`config.mk`:
```
export PLATFORM = sky130hd
export DESIGN_NAME = sha256_message_hasher
export DESIGN_NICKNAME = d
export VERILOG_FILES = /design/src/design/sha_pkg.sv /design/src/design/sha256_message_hasher.sv /design/src/design/sha_core.sv
export SDC_FILE = /design/constraint.sdc
export NUM_CORES = 2
export LEC_CHECK = 0
export BUFFER_PORTS_ARGS = -buffer_cell sky130_fd_sc_hd__buf_2
export CORE_ASPECT_RATIO = 0.7
export CORE_MARGIN = 8
export CORE_UTILIZATION = 50
export DETAILED_ROUTE_END_ITERATION = 16
export GPL_ROUTABILITY_DRIVEN = 0
export GPL_TIMING_DRIVEN = 1
export PLACE_DENSITY = 0.65
export SYNTH_ARGS = -nofsm -noshare
export SYNTH_HDL_FRONTEND = slang
export SYNTH_SLANG_ARGS = --single-unit
export TNS_END_PERCENT = 50
```
`constraint.sdc`:
```
create_clock -name clk -period 18.4 [get_ports clk]
set_clock_uncertainty 0.15 [all_clocks]
set_input_delay 0.92 -clock clk [delete_from_list [all_inputs] [get_ports clk]]
set_output_delay 0.92 -clock clk [all_outputs]
set_load 0.005 [all_outputs]
```
`src/design/sha_pkg.sv`:
```
// ---------------------------------------------------------------------------
// sha_pkg
// Shared types, constants and round functions for the SHA-256 hasher.
// ---------------------------------------------------------------------------
package sha_pkg;

	localparam int WORD_W   = 32;
	localparam int NUM_HASH = 8;
	localparam int NUM_SCHED = 16;
	localparam int NUM_ROUNDS = 64;
	localparam int ROUND_W  = $clog2(NUM_ROUNDS);
	localparam int SLOT_W   = $clog2(NUM_SCHED);
	localparam int IDX_W    = $clog2(NUM_HASH);
	localparam int LEN_W    = 64;
	localparam int VALID_W  = 3;

	typedef logic [WORD_W-1:0] word_t;
	typedef logic [NUM_HASH-1:0][WORD_W-1:0] hash_t;

	localparam word_t       PAD_WORD    = 32'h8000_0000;
	localparam logic [7:0]  PAD_BYTE    = 8'h80;
	localparam logic [SLOT_W-1:0] LEN_HI_SLOT = 4'd14;
	localparam logic [SLOT_W-1:0] LAST_SLOT   = 4'd15;
	localparam logic [ROUND_W-1:0] LAST_ROUND = 6'd63;
	localparam logic [IDX_W-1:0]  LAST_IDX    = 3'd7;
	localparam logic [VALID_W-1:0] FULL_BYTES = 3'd4;
	localparam logic [LEN_W-1:0]  WORD_BITS   = 64'd32;

	localparam hash_t INIT_HASH = {
		32'h5be0cd19, 32'h1f83d9ab, 32'h9b05688c, 32'h510e527f,
		32'ha54ff53a, 32'h3c6ef372, 32'hbb67ae85, 32'h6a09e667
	};

	localparam word_t ROUND_K [NUM_ROUNDS] = '{
		32'h428a2f98, 32'h71374491, 32'hb5c0fbcf, 32'he9b5dba5,
		32'h3956c25b, 32'h59f111f1, 32'h923f82a4, 32'hab1c5ed5,
		32'hd807aa98, 32'h12835b01, 32'h243185be, 32'h550c7dc3,
		32'h72be5d74, 32'h80deb1fe, 32'h9bdc06a7, 32'hc19bf174,
		32'he49b69c1, 32'hefbe4786, 32'h0fc19dc6, 32'h240ca1cc,
		32'h2de92c6f, 32'h4a7484aa, 32'h5cb0a9dc, 32'h76f988da,
		32'h983e5152, 32'ha831c66d, 32'hb00327c8, 32'hbf597fc7,
		32'hc6e00bf3, 32'hd5a79147, 32'h06ca6351, 32'h14292967,
		32'h27b70a85, 32'h2e1b2138, 32'h4d2c6dfc, 32'h53380d13,
		32'h650a7354, 32'h766a0abb, 32'h81c2c92e, 32'h92722c85,
		32'ha2bfe8a1, 32'ha81a664b, 32'hc24b8b70, 32'hc76c51a3,
		32'hd192e819, 32'hd6990624, 32'hf40e3585, 32'h106aa070,
		32'h19a4c116, 32'h1e376c08, 32'h2748774c, 32'h34b0bcb5,
		32'h391c0cb3, 32'h4ed8aa4a, 32'h5b9cca4f, 32'h682e6ff3,
		32'h748f82ee, 32'h78a5636f, 32'h84c87814, 32'h8cc70208,
		32'h90befffa, 32'ha4506ceb, 32'hbef9a3f7, 32'hc67178f2
	};

	typedef enum logic [2:0] {
		ST_IDLE,
		ST_PAD,
		ST_ROUND,
		ST_ADD,
		ST_OUT
	} state_t;

	// requests from the sequencer to the round unit
	typedef struct packed {
		logic  push;
		word_t push_word;
		logic  start;
	} core_ctrl_t;

	typedef struct packed {
		logic done;
	} core_stat_t;

	function automatic word_t big_sig0(input word_t x);
		return {x[1:0], x[31:2]} ^ {x[12:0], x[31:13]} ^ {x[21:0], x[31:22]};
	endfunction

	function automatic word_t big_sig1(input word_t x);
		return {x[5:0], x[31:6]} ^ {x[10:0], x[31:11]} ^ {x[24:0], x[31:25]};
	endfunction

	function automatic word_t small_sig0(input word_t x);
		return {x[6:0], x[31:7]} ^ {x[17:0], x[31:18]} ^ {3'b000, x[31:3]};
	endfunction

	function automatic word_t small_sig1(input word_t x);
		return {x[16:0], x[31:17]} ^ {x[18:0], x[31:19]} ^ {10'd0, x[31:10]};
	endfunction

endpackage

```
`src/design/sha256_message_hasher.sv`:
```
// ---------------------------------------------------------------------------
// sha256_message_hasher
// SHA-256 over a stream of big-endian words with padding and length append;
// gives the eight digest words after the last word of a message.
// ---------------------------------------------------------------------------
// channel  dir  fields (tdata / tuser / tlast)
// s_*      in   message_word / valid_bytes / last_word
// m_*      out  digest_word / digest_index / digest_done
//
// a word that does not fill a block is shifted into the schedule; the
// sixteenth word of a block starts compression in the round unit, then the chain update.
// after a last word the padding words go in one a cycle, one or two blocks
// are compressed, then eight digest items are offered, one a cycle.
// s_tready is low from a block's last word until its compression ends, and
// during padding and digest output; m_tready low holds the current digest item.
// reset loads the initial hash values and clears length and slot counters.
// ---------------------------------------------------------------------------
module sha256_message_hasher
	import sha_pkg::*;
(
	input  logic               clk,
	input  logic               arst_n,
	input  logic               s_tvalid,
	output logic               s_tready,
	input  logic [WORD_W-1:0]  s_tdata,   // message_word
	input  logic [VALID_W-1:0] s_tuser,   // valid_bytes
	input  logic               s_tlast,   // last_word
	output logic               m_tvalid,
	input  logic               m_tready,
	output logic [WORD_W-1:0]  m_tdata,   // digest_word
	output logic [IDX_W-1:0]   m_tuser,   // digest_index
	output logic               m_tlast    // digest_done
);

	state_t              state_q, state_d;
	hash_t               chain_q;
	logic [LEN_W-1:0]    bitlen_q;
	logic [SLOT_W-1:0]   slot_q;
	logic [IDX_W-1:0]    out_idx_q;
	logic                pend80_q;
	logic                hi_done_q;
	logic                final_q;
	logic                padding_q;

	core_ctrl_t          ctrl;
	core_stat_t          stat;
	hash_t               work;

	logic                in_acc;
	logic                out_acc;
	logic [VALID_W-1:0]  vbytes;
	word_t               tail_word;
	logic [LEN_W-1:0]    add_bits;

	assign in_acc  = s_tvalid && s_tready;
	assign out_acc = m_tvalid && m_tready;

	// counts above four are taken as a full word
	assign vbytes = (s_tuser > FULL_BYTES) ? FULL_BYTES : s_tuser;

	always_comb begin
		case (vbytes)
			3'd0:    tail_word = PAD_WORD;
			3'd1:    tail_word = {s_tdata[31:24], PAD_BYTE, 16'd0};
			3'd2:    tail_word = {s_tdata[31:16], PAD_BYTE, 8'd0};
			3'd3:    tail_word = {s_tdata[31:8], PAD_BYTE};
			default: tail_word = s_tdata;
		endcase
	end

	assign add_bits = s_tlast ? {{(LEN_W-VALID_W-3){1'b0}}, vbytes, 3'b000} : WORD_BITS;

	sha_core u_core (
		.clk    (clk),
		.arst_n (arst_n),
		.ctrl   (ctrl),
		.chain  (chain_q),
		.work   (work),
		.stat   (stat)
	);

	// next state
	always_comb begin
		state_d = state_q;
		case (state_q)
			ST_IDLE: begin
				if (in_acc) begin
					if (slot_q == LAST_SLOT) begin
						state_d = ST_ROUND;
					end else if (s_tlast) begin
						state_d = ST_PAD;
					end
				end
			end
			ST_PAD: begin
				if (slot_q == LAST_SLOT) begin
					state_d = ST_ROUND;
				end
			end
			ST_ROUND: begin
				if (stat.done) begin
					state_d = ST_ADD;
				end
			end
			ST_ADD: begin
				if (final_q) begin
					state_d = ST_OUT;
				end else if (padding_q) begin
					state_d = ST_PAD;
				end else begin
					state_d = ST_IDLE;
				end
			end
			ST_OUT: begin
				if (out_acc && out_idx_q == LAST_IDX) begin
					state_d = ST_IDLE;
				end
			end
			default: state_d = ST_IDLE;
		endcase
	end

	// outputs
	always_comb begin
		s_tready       = 1'b0;
		m_tvalid       = 1'b0;
		ctrl.push      = 1'b0;
		ctrl.push_word = s_tdata;
		case (state_q)
			ST_IDLE: begin
				s_tready       = 1'b1;
				ctrl.push      = s_tvalid;
				ctrl.push_word = s_tlast ? tail_word : s_tdata;
			end
			ST_PAD: begin
				ctrl.push = 1'b1;
				if (pend80_q) begin
					ctrl.push_word = PAD_WORD;
				end else if (!hi_done_q) begin
					ctrl.push_word = (slot_q == LEN_HI_SLOT) ? bitlen_q[LEN_W-1:WORD_W] : '0;
				end else begin
					ctrl.push_word = bitlen_q[WORD_W-1:0];
				end
			end
			ST_OUT: begin
				m_tvalid = 1'b1;
			end
			default: begin
				ctrl.push = 1'b0;
			end
		endcase
		ctrl.start = ctrl.push && (slot_q == LAST_SLOT);
	end

	assign m_tdata = chain_q[out_idx_q];
	assign m_tuser = out_idx_q;
	assign m_tlast = (out_idx_q == LAST_IDX);

	always_ff @(posedge clk or negedge arst_n) begin
		if (!arst_n) begin
			state_q   <= ST_IDLE;
			chain_q   <= INIT_HASH;
			bitlen_q  <= '0;
			slot_q    <= '0;
			out_idx_q <= '0;
			pend80_q  <= 1'b0;
			hi_done_q <= 1'b0;
			final_q   <= 1'b0;
			padding_q <= 1'b0;
		end else begin
			state_q <= state_d;
			if (ctrl.push) begin
				slot_q <= slot_q + 1'b1;
			end
			if (in_acc) begin
				bitlen_q <= bitlen_q + add_bits;
				if (s_tlast) begin
					padding_q <= 1'b1;
					pend80_q  <= (vbytes == FULL_BYTES);
				end
			end
			if (state_q == ST_PAD) begin
				if (pend80_q) begin
					pend80_q <= 1'b0;
				end else if (!hi_done_q) begin
					hi_done_q <= (slot_q == LEN_HI_SLOT);
				end else begin
					final_q <= 1'b1;
				end
			end
			if (state_q == ST_ADD) begin
				for (int i = 0; i < NUM_HASH; i++) begin
					chain_q[i] <= chain_q[i] + work[i];
				end
			end
			if (out_acc) begin
				out_idx_q <= out_idx_q + 1'b1;
				// back to the reset state for the next message
				if (out_idx_q == LAST_IDX) begin
					chain_q   <= INIT_HASH;
					bitlen_q  <= '0;
					slot_q    <= '0;
					hi_done_q <= 1'b0;
					final_q   <= 1'b0;
					padding_q <= 1'b0;
				end
			end
		end
	end

endmodule

```
`src/design/sha_core.sv`:
```
// ---------------------------------------------------------------------------
// sha_core
// Round unit: rolling message schedule, working variables and a round
// counter. One compression round per cycle while busy.
// ---------------------------------------------------------------------------
module sha_core
	import sha_pkg::*;
(
	input  logic       clk,
	input  logic       arst_n,
	input  core_ctrl_t ctrl,
	input  hash_t      chain,
	output hash_t      work,
	output core_stat_t stat
);

	word_t              sched_q [NUM_SCHED];
	hash_t              work_q;
	logic [ROUND_W-1:0] round_q;
	logic               busy_q;

	word_t a, b, c, d, e, f, g, h;
	word_t t1, t2, ch, maj, w_next;

	always_comb begin
		a = work_q[0];
		b = work_q[1];
		c = work_q[2];
		d = work_q[3];
		e = work_q[4];
		f = work_q[5];
		g = work_q[6];
		h = work_q[7];
		ch  = (e & f) ^ (~e & g);
		maj = (a & b) ^ (a & c) ^ (b & c);
		t1  = h + big_sig1(e) + ch + ROUND_K[round_q] + sched_q[0];
		t2  = big_sig0(a) + maj;
		// word sixteen rounds ahead, unused in the last sixteen rounds
		w_next = small_sig1(sched_q[14]) + sched_q[9] + small_sig0(sched_q[1]) + sched_q[0];
	end

	// schedule shifts toward slot 0, which holds the word of the current round
	always_ff @(posedge clk) begin
		if (ctrl.push || busy_q) begin
			for (int i = 0; i < NUM_SCHED - 1; i++) begin
				sched_q[i] <= sched_q[i+1];
			end
			sched_q[NUM_SCHED-1] <= busy_q ? w_next : ctrl.push_word;
		end
	end

	always_ff @(posedge clk) begin
		if (ctrl.start) begin
			work_q <= chain;
		end else if (busy_q) begin
			work_q <= {g, f, e, d + t1, c, b, a, t1 + t2};
		end
	end

	always_ff @(posedge clk or negedge arst_n) begin
		if (!arst_n) begin
			busy_q  <= 1'b0;
			round_q <= '0;
		end else if (ctrl.start) begin
			busy_q  <= 1'b1;
			round_q <= '0;
		end else if (busy_q) begin
			round_q <= round_q + 1'b1;
			if (round_q == LAST_ROUND) begin
				busy_q <= 1'b0;
			end
		end
	end

	assign work      = work_q;
	assign stat.done = busy_q && (round_q == LAST_ROUND);

endmodule

```
Yosys cells after proc, flatten, opt, wreduce, memory -nomap -nowiden
Memories as Yosys holds them, arrays and structs flattened.
Index checks and enable logic that the tools add are counted.
{"block": "op_classes", "mul": 0, "eq_ne": 17, "n_bitwise": 18, "addsub": 22, "n_shift": 0, "muxes": 61, "div_mod_pow": 0, "order_cmp": 3, "n_reduce_logical": 10}
{"operator": "2-to-1 mux 256 bit", "n": 5}
{"operator": "adder 32 bit", "n": 18}
{"operator": "XOR 32 bit", "n": 9}
{"operator": "2-to-1 mux 32 bit", "n": 8}
{"operator": "2-to-1 mux 64 bit", "n": 3}
{"operator": "AND 32 bit", "n": 5}
{"operator": "case mux 32 bit (4 select lines)", "n": 1}
{"operator": "binary-select mux 32 bit (select 3 bit)", "n": 1}
{"operator": "adder 64 x 6 -> 64 bit", "n": 1}
{"operator": "case mux 32 bit (2 select lines)", "n": 1}
{"operator": "inverter 32 bit", "n": 1}
{"operator": "XOR 32 x 22 -> 32 bit", "n": 1}
{"operator": "XOR 32 x 29 -> 32 bit", "n": 1}
{"operator": "2-to-1 mux 1 bit", "n": 26}
{"operator": "2-to-1 mux 3 bit", "n": 8}
{"operator": "2-to-1 mux 6 bit", "n": 3}
{"operator": "case mux 3 bit (5 select lines)", "n": 1}
{"operator": "== test 3 x 2 -> 1 bit, second input constant", "n": 4}
{"operator": "2-to-1 mux 4 bit", "n": 3}
{"operator": "== test 3 bit, second input constant", "n": 3}
{"operator": "== test 4 bit, second input constant", "n": 2}
{"operator": "inequality test 2 bit, second input constant", "n": 4}
{"operator": "greater-or-equal comparator 7 bit, second input constant", "n": 1}
{"operator": "inverter 6 -> 7 bit", "n": 1}
{"operator": "14 further kinds", "n": 20}
{"block": "totals", "mem_count": 2, "mem_bits_rw": 512, "in_bits": 40, "rom_bits": 2048, "latch_bits": 0, "register_bits": 597, "word_cells": 159}
{"memory": "(no name shown)", "depth": 64, "word_bits": 32, "rd": 1, "rd_clocked_by_memory_dff": 0, "wr": 0, "line": "sha_core.sv:36", "rtl": "t1 = h + big_sig1(e) + ch + ROUND_K[round_q] + sched_q[0];"}
{"memory": "u_core.sched_q", "depth": 16, "word_bits": 32, "rd": 16, "rd_clocked_by_memory_dff": 0, "wr": 16, "line": "sha_core.sv:17", "rtl": "word_t sched_q [NUM_SCHED];"}

Longest topological paths before layout
{"block": "depth", "word_depth": 9, "depth_mapped": 40, "ltp_nobuf": 39}

Cells and area by module
Synthesis repeated with hierarchy kept, for this count alone.
{"block": "unflattened", "hier_cells": 6620, "area_unflattened_um2": 71269.6}
{"mod": "sha_core", "area_each_um2": 43718.2, "n_inst": 1, "cells_each": 3464, "seq_area_each_um2": 23237.3}
{"mod": "sha256_message_hasher", "area_each_um2": 27551.4, "n_inst": 1, "cells_each": 3156, "seq_area_each_um2": 8453.1}

Worst setup path before layout
No wires, ideal clock.
{"block": "synth_path", "kind": "reg-to-reg", "startpoint": "register u_core.round_q[1]", "endpoint": "register u_core.work_q, in the netlist u_core.a[31], data pin", "arrival_ns": 8.613, "setup_ns": 0.263, "stages_incl_launch_ff": 38, "slack_ns": 9.374, "path_buffers": 2, "required_ns": 17.987, "cell_sequence": "dfrtp_1 > clkbuf_1 > clkinv_1 > ha_1 > clkbuf_1 > nor3_1 > nor2_1 > a211oi_1 > a311o_1 > o221ai_1 > fa_1 > fa_1 > inv_1 > fa_1 > inv_1 > ha_1 > a21o_1 > a21oi_1 > (+2 left out) > a31o_2 > a21bo_2 > a21o_1 > a21o_1 > xor2_1 > inv_1 > fa_1 > inv_1 > ha_1 > a2111oi_0 > inv_1 > o41a_1 > o22a_1 > a211oi_1 > o21bai_1 > xnor2_1 > xnor2_1 > o21ai_1"}
{"block": "synth_between", "elab_chain_len": 9}
{"element": "start: declaration", "line": "sha_core.sv:19", "rtl": "logic [ROUND_W-1:0] round_q;"}
{"element": "start signal: assignment", "line": "sha_core.sv:68", "rtl": "round_q <= round_q + 1'b1;"}
{"element": "inverter 6 -> 7 bit (not written as such)", "line": "sha_core.sv:36"}
{"element": "memory (64 x 32 bit)"}
{"element": "2-to-1 mux 32 bit (not written as such) (2 in a row)", "line": "sha_core.sv:36"}
{"element": "adder 32 bit (2 in a row)", "line": "sha_core.sv:36"}
{"element": "adder 32 bit", "line": "sha_core.sv:56", "rtl": "work_q <= {g, f, e, d + t1, c, b, a, t1 + t2};"}
{"element": "2-to-1 mux 256 bit", "line": "sha_core.sv:55", "rtl": "end else if (busy_q) begin"}
{"element": "2-to-1 mux 256 bit", "line": "sha_core.sv:53", "rtl": "if (ctrl.start) begin"}
{"element": "end signal: assignment", "line": "sha_core.sv:54", "rtl": "work_q <= chain;"}
{"element": "end signal: assignment", "line": "sha_core.sv:56"}
{"element": "end: declaration", "line": "sha_core.sv:18", "rtl": "hash_t work_q;"}
Every way passes these cells. The select of a mux whose other input is x is not followed.
A chain may end at the register's enable or synchronous reset.

Worst setup path in the final report
{"block": "layout_path", "startpoint": "register u_core.round_q[1]", "endpoint": "register u_core.work_q, in the netlist u_core.a[29], data pin"}
Same word-level chain as after synthesis.

==> flow_metrics.py <==
metrics = {
    "setup_path": {
        "startpoint_type": "flop",
        "crit_arrival_ns": 11.00,
        "crit_required_ns": 18.90,
        "end_kind": "flop",
        "slowest_stage": "ha_1",
        "crit_path_max_fanout": 28,
        "crit_buf_inv": 3,
        "ff2ff_path_depth": 36,
        "timing.rr.end": "u_core.a[29]",
        "rrSetupSlack_ns": 7.90,
        "critPathTopFamily": "adder cells",
        "endpoint": "u_core.a[29]",
        "worstSetupPathDepth": 36,
        "path_class": "reg2reg",
        "startpoint": "u_core.round_q[1]",
        "max_stage_delay_ns": 0.73,
        "r2r-start": "u_core.round_q[1]",
    },
    "cts": {
        "clk_latency_ns": 0.79,
        "cts_resized": 0,
        "ctsHoldBuffers": 0,
        "clk_path_buf_depth": 3,
        "clk_pin_slew_ns": 0.07,
        "numCtsBuffers": 111,
        "cts_root_buffer": "clkbuf_16",
        "cts_tree": "built",
        "h-tree-depth": 3,
        "cts_setup_buffers": 0,
        "cts_num_sinks": 1106,
    },
    "timing": {
        "slew_headroom_pct": 1.515,
        "maxSlewViolCount": 0,
        "tightest_slew_ns": 1.468,
        "fin_crit_sh_pct": 57.06,
        "clock.fmax_ghz": 0.09525,
        "min_period_ns": 10.50,
        "hold_violations": 0,
        "worst_slack_ns": 7.902,
        "setup_viol": 0,
        "rsz0062_at_grt": "false",
        "timing.setup.tns_ns": 0,
    },
    "detailed_routing": {
        "vias_per_cell": 6.156,
        "drt_iter0_drc": 6889,
        "drt_pre_antenna_iters": 14,
        "route.detailed.wl_per_inst_um": 24.93,
        "wl_mm": 213.5,
        "drc_errors": 0,
        "ant_nets": 0,
        "vias": 52730,
    },
    "logic_synthesis": {
        "post_synth_num_cell_types": 102,
        "syn_avg_cell_area_um2": 10.46,
        "ys_seq_area_share_pct": 45.38,
        "synthCells": 6675,
        "syn_nets": 7308,
        "syn-cell-area_mm2": 0.06984,
        "synth-seq-cells": 1106,
        "async_reset_ff_share_pct": 30.56,
        "synth_flop_cell": "edfxtp_1",
        "synth_edf_count": 768,
        "ys_warn_count": 0,
    },
    "layout": {
        "multi_input_area_mm2": 0.03602,
        "nFillCells": 12012,
        "fin_nets": 7242,
        "syn_to_final_growth_pct": 8.311,
        "final_common_cell": "nand2_1",
        "drive_gt1_share_pct": 9.690,
        "seq_area_mm2": 0.03171,
        "layout_common_cells": "1099 x nand2_1, 768 x edfxtp_1, 512 x a21oi_1, 418 x xnor2_1, 397 x ha_1",
    },
    "hold_path": {
        "hp-class": "in2async",
    },
    "global_routing": {
        "grt_usage_pct": 27.24,
        "grt_pass1_wl_mm": 319.1,
        "grt_max_degree": 199,
        "grt_pass1_vias": 48807,
        "overflow": 0,
        "antenna_found_initial": 4,
    },
    "die": {
        "ios": 78,
        "design.die.area_mm2": 0.1521,
        "start_util_pct": 50.48,
        "coreArea_mm2": 0.1384,
        "num_rows": 114,
        "die_width_um": 462.7,
        "die_h_um": 328.7,
    },
    "placement": {
        "dp_hpwl_mm": 155.6,
        "dp_slack_ns": 8.244,
        "numPortBuffers": 77,
    },
    "run": {
        "max-cap-violations": 1,
    },
    "outcome": {
        "status": "complete, but fails checks",
        "violations": "max-capacitance violations",
    },
}
## worst register-to-register path: cells and delay by family (launching register included)
kind                     cells  cell delay, ns
AO/OA/AOI/OAI               16            3.24
XOR/XNOR                     1            0.19
adder cells (fa/ha/maj)      8            3.79
buffers and inverters        3            0.91
flip-flops                   1            0.33
AND/OR/NAND/NOR              8            1.79
## routing by layer
layer,part of all wire (%),wire [µm],track usage [%],vias to the layer above
li1,-,-,-,23787
met1,46,97900,42.77,25814
met2,38,81240,35.19,2749
met3,14,28850,9.860,376
met4,2.5,5279,6.022,4
met5,0.099,212,1.041,-
## flip-flops by register name (all words and copies together) (netlist names), 3 cells and up
name and count:
u_core.a 32, slot_q 4, chain_q 256, state_q 3, m_tuser 3, u_core.h 32
u_core.f 32, u_core.e 32, u_core.g 32, u_core.b 32, u_core.round_q 6, u_core.c 32
bitlen_q 61, u_core.sched_q 512, u_core.d 32
## cell families (layout without fill, tap and decap cells)
logic type,Yosys count,after routing,synth area share [%]
other cells,0,1,0
xor+xnor,612,612,7.686
flops,1106,1106,45.38
simple gates,1982,1982,12.35
buf+inv,579,612,3.121
compound gates,1631,1631,14.90
mux,151,151,3.533
fa+ha+maj,614,614,13.03
## worst min-delay path by stage
stage | startpoint | endpoint | slack [ns]
3_3_place_gp | u_core.sched_q[0][237] | u_core.sched_q[0][205] | 0.25
3_5_place_dp | u_core.sched_q[0][160] | u_core.sched_q[0][128] | 0.25
4_1_cts | arst_n | chain_q[62] | 0.004
2_1_floorplan | u_core.sched_q[0][132] | u_core.sched_q[0][100] | 0.25
6_report | arst_n | chain_q[62] | 0.006
5_1_grt | arst_n | chain_q[124] | 0.04
## metrics by stage
step	cells	hold WS [ns]	area, µm²	utilization, %
floorplan	6675	0.2503	69840	-
global placement	8352	0.2503	71960	52.01
detailed placement	8352	0.2545	71960	52.01
CTS	8564	0.004313	75640	54.67
global route	8564	0.04010	75640	54.67
finish	8565	0.006485	75640	54.67
## area by class of cell
type / instances / share of cell area [%]
multi-input combinational: 4990 / 47.61
antenna: 1 / 0.003308
clock inverter: 53 / 0.7179
clock buffer: 159 / 4.150
tap: 1856 / 3.070
inverter: 255 / 1.265
sequential: 1106 / 41.91
timing repair buffer: 145 / 1.264
## synth_stat cells, types with 34 or more instances
| library cell | count | area share [%] |
|---|---|---|
| a21oi_1 | 512 | 3.7 |
| nand2b_1 | 59 | 0.53 |
| a31oi_1 | 34 | 0.30 |
| edfxtp_1 | 768 | 33 |
| o21bai_1 | 42 | 0.45 |
| nor2b_1 | 52 | 0.47 |
| xnor2_1 | 418 | 5.2 |
| o211ai_1 | 95 | 1.0 |
| dfrtp_1 | 202 | 7.2 |
| nand2_1 | 1101 | 5.9 |
| nor3_1 | 75 | 0.54 |
| a211oi_1 | 81 | 0.87 |
| mux2_2 | 64 | 1.0 |
| dfstp_2 | 136 | 5.1 |
| clkbuf_1 | 301 | 1.6 |
| o21a_1 | 66 | 0.71 |
| fa_1 | 196 | 5.6 |
| a21o_1 | 183 | 2.0 |
| xor2_1 | 193 | 2.4 |
| o21ai_0 | 333 | 2.4 |
| nor2_1 | 361 | 1.9 |
| inv_1 | 251 | 1.3 |
| ha_1 | 397 | 7.1 |
| or3_1 | 41 | 0.37 |
| and3_1 | 53 | 0.47 |
| nand3_1 | 119 | 0.85 |
| mux4_2 | 70 | 2.3 |
Power is not shown: default switching activity piles up to over one toggle a cycle in this logic, so the estimate is an artifact.
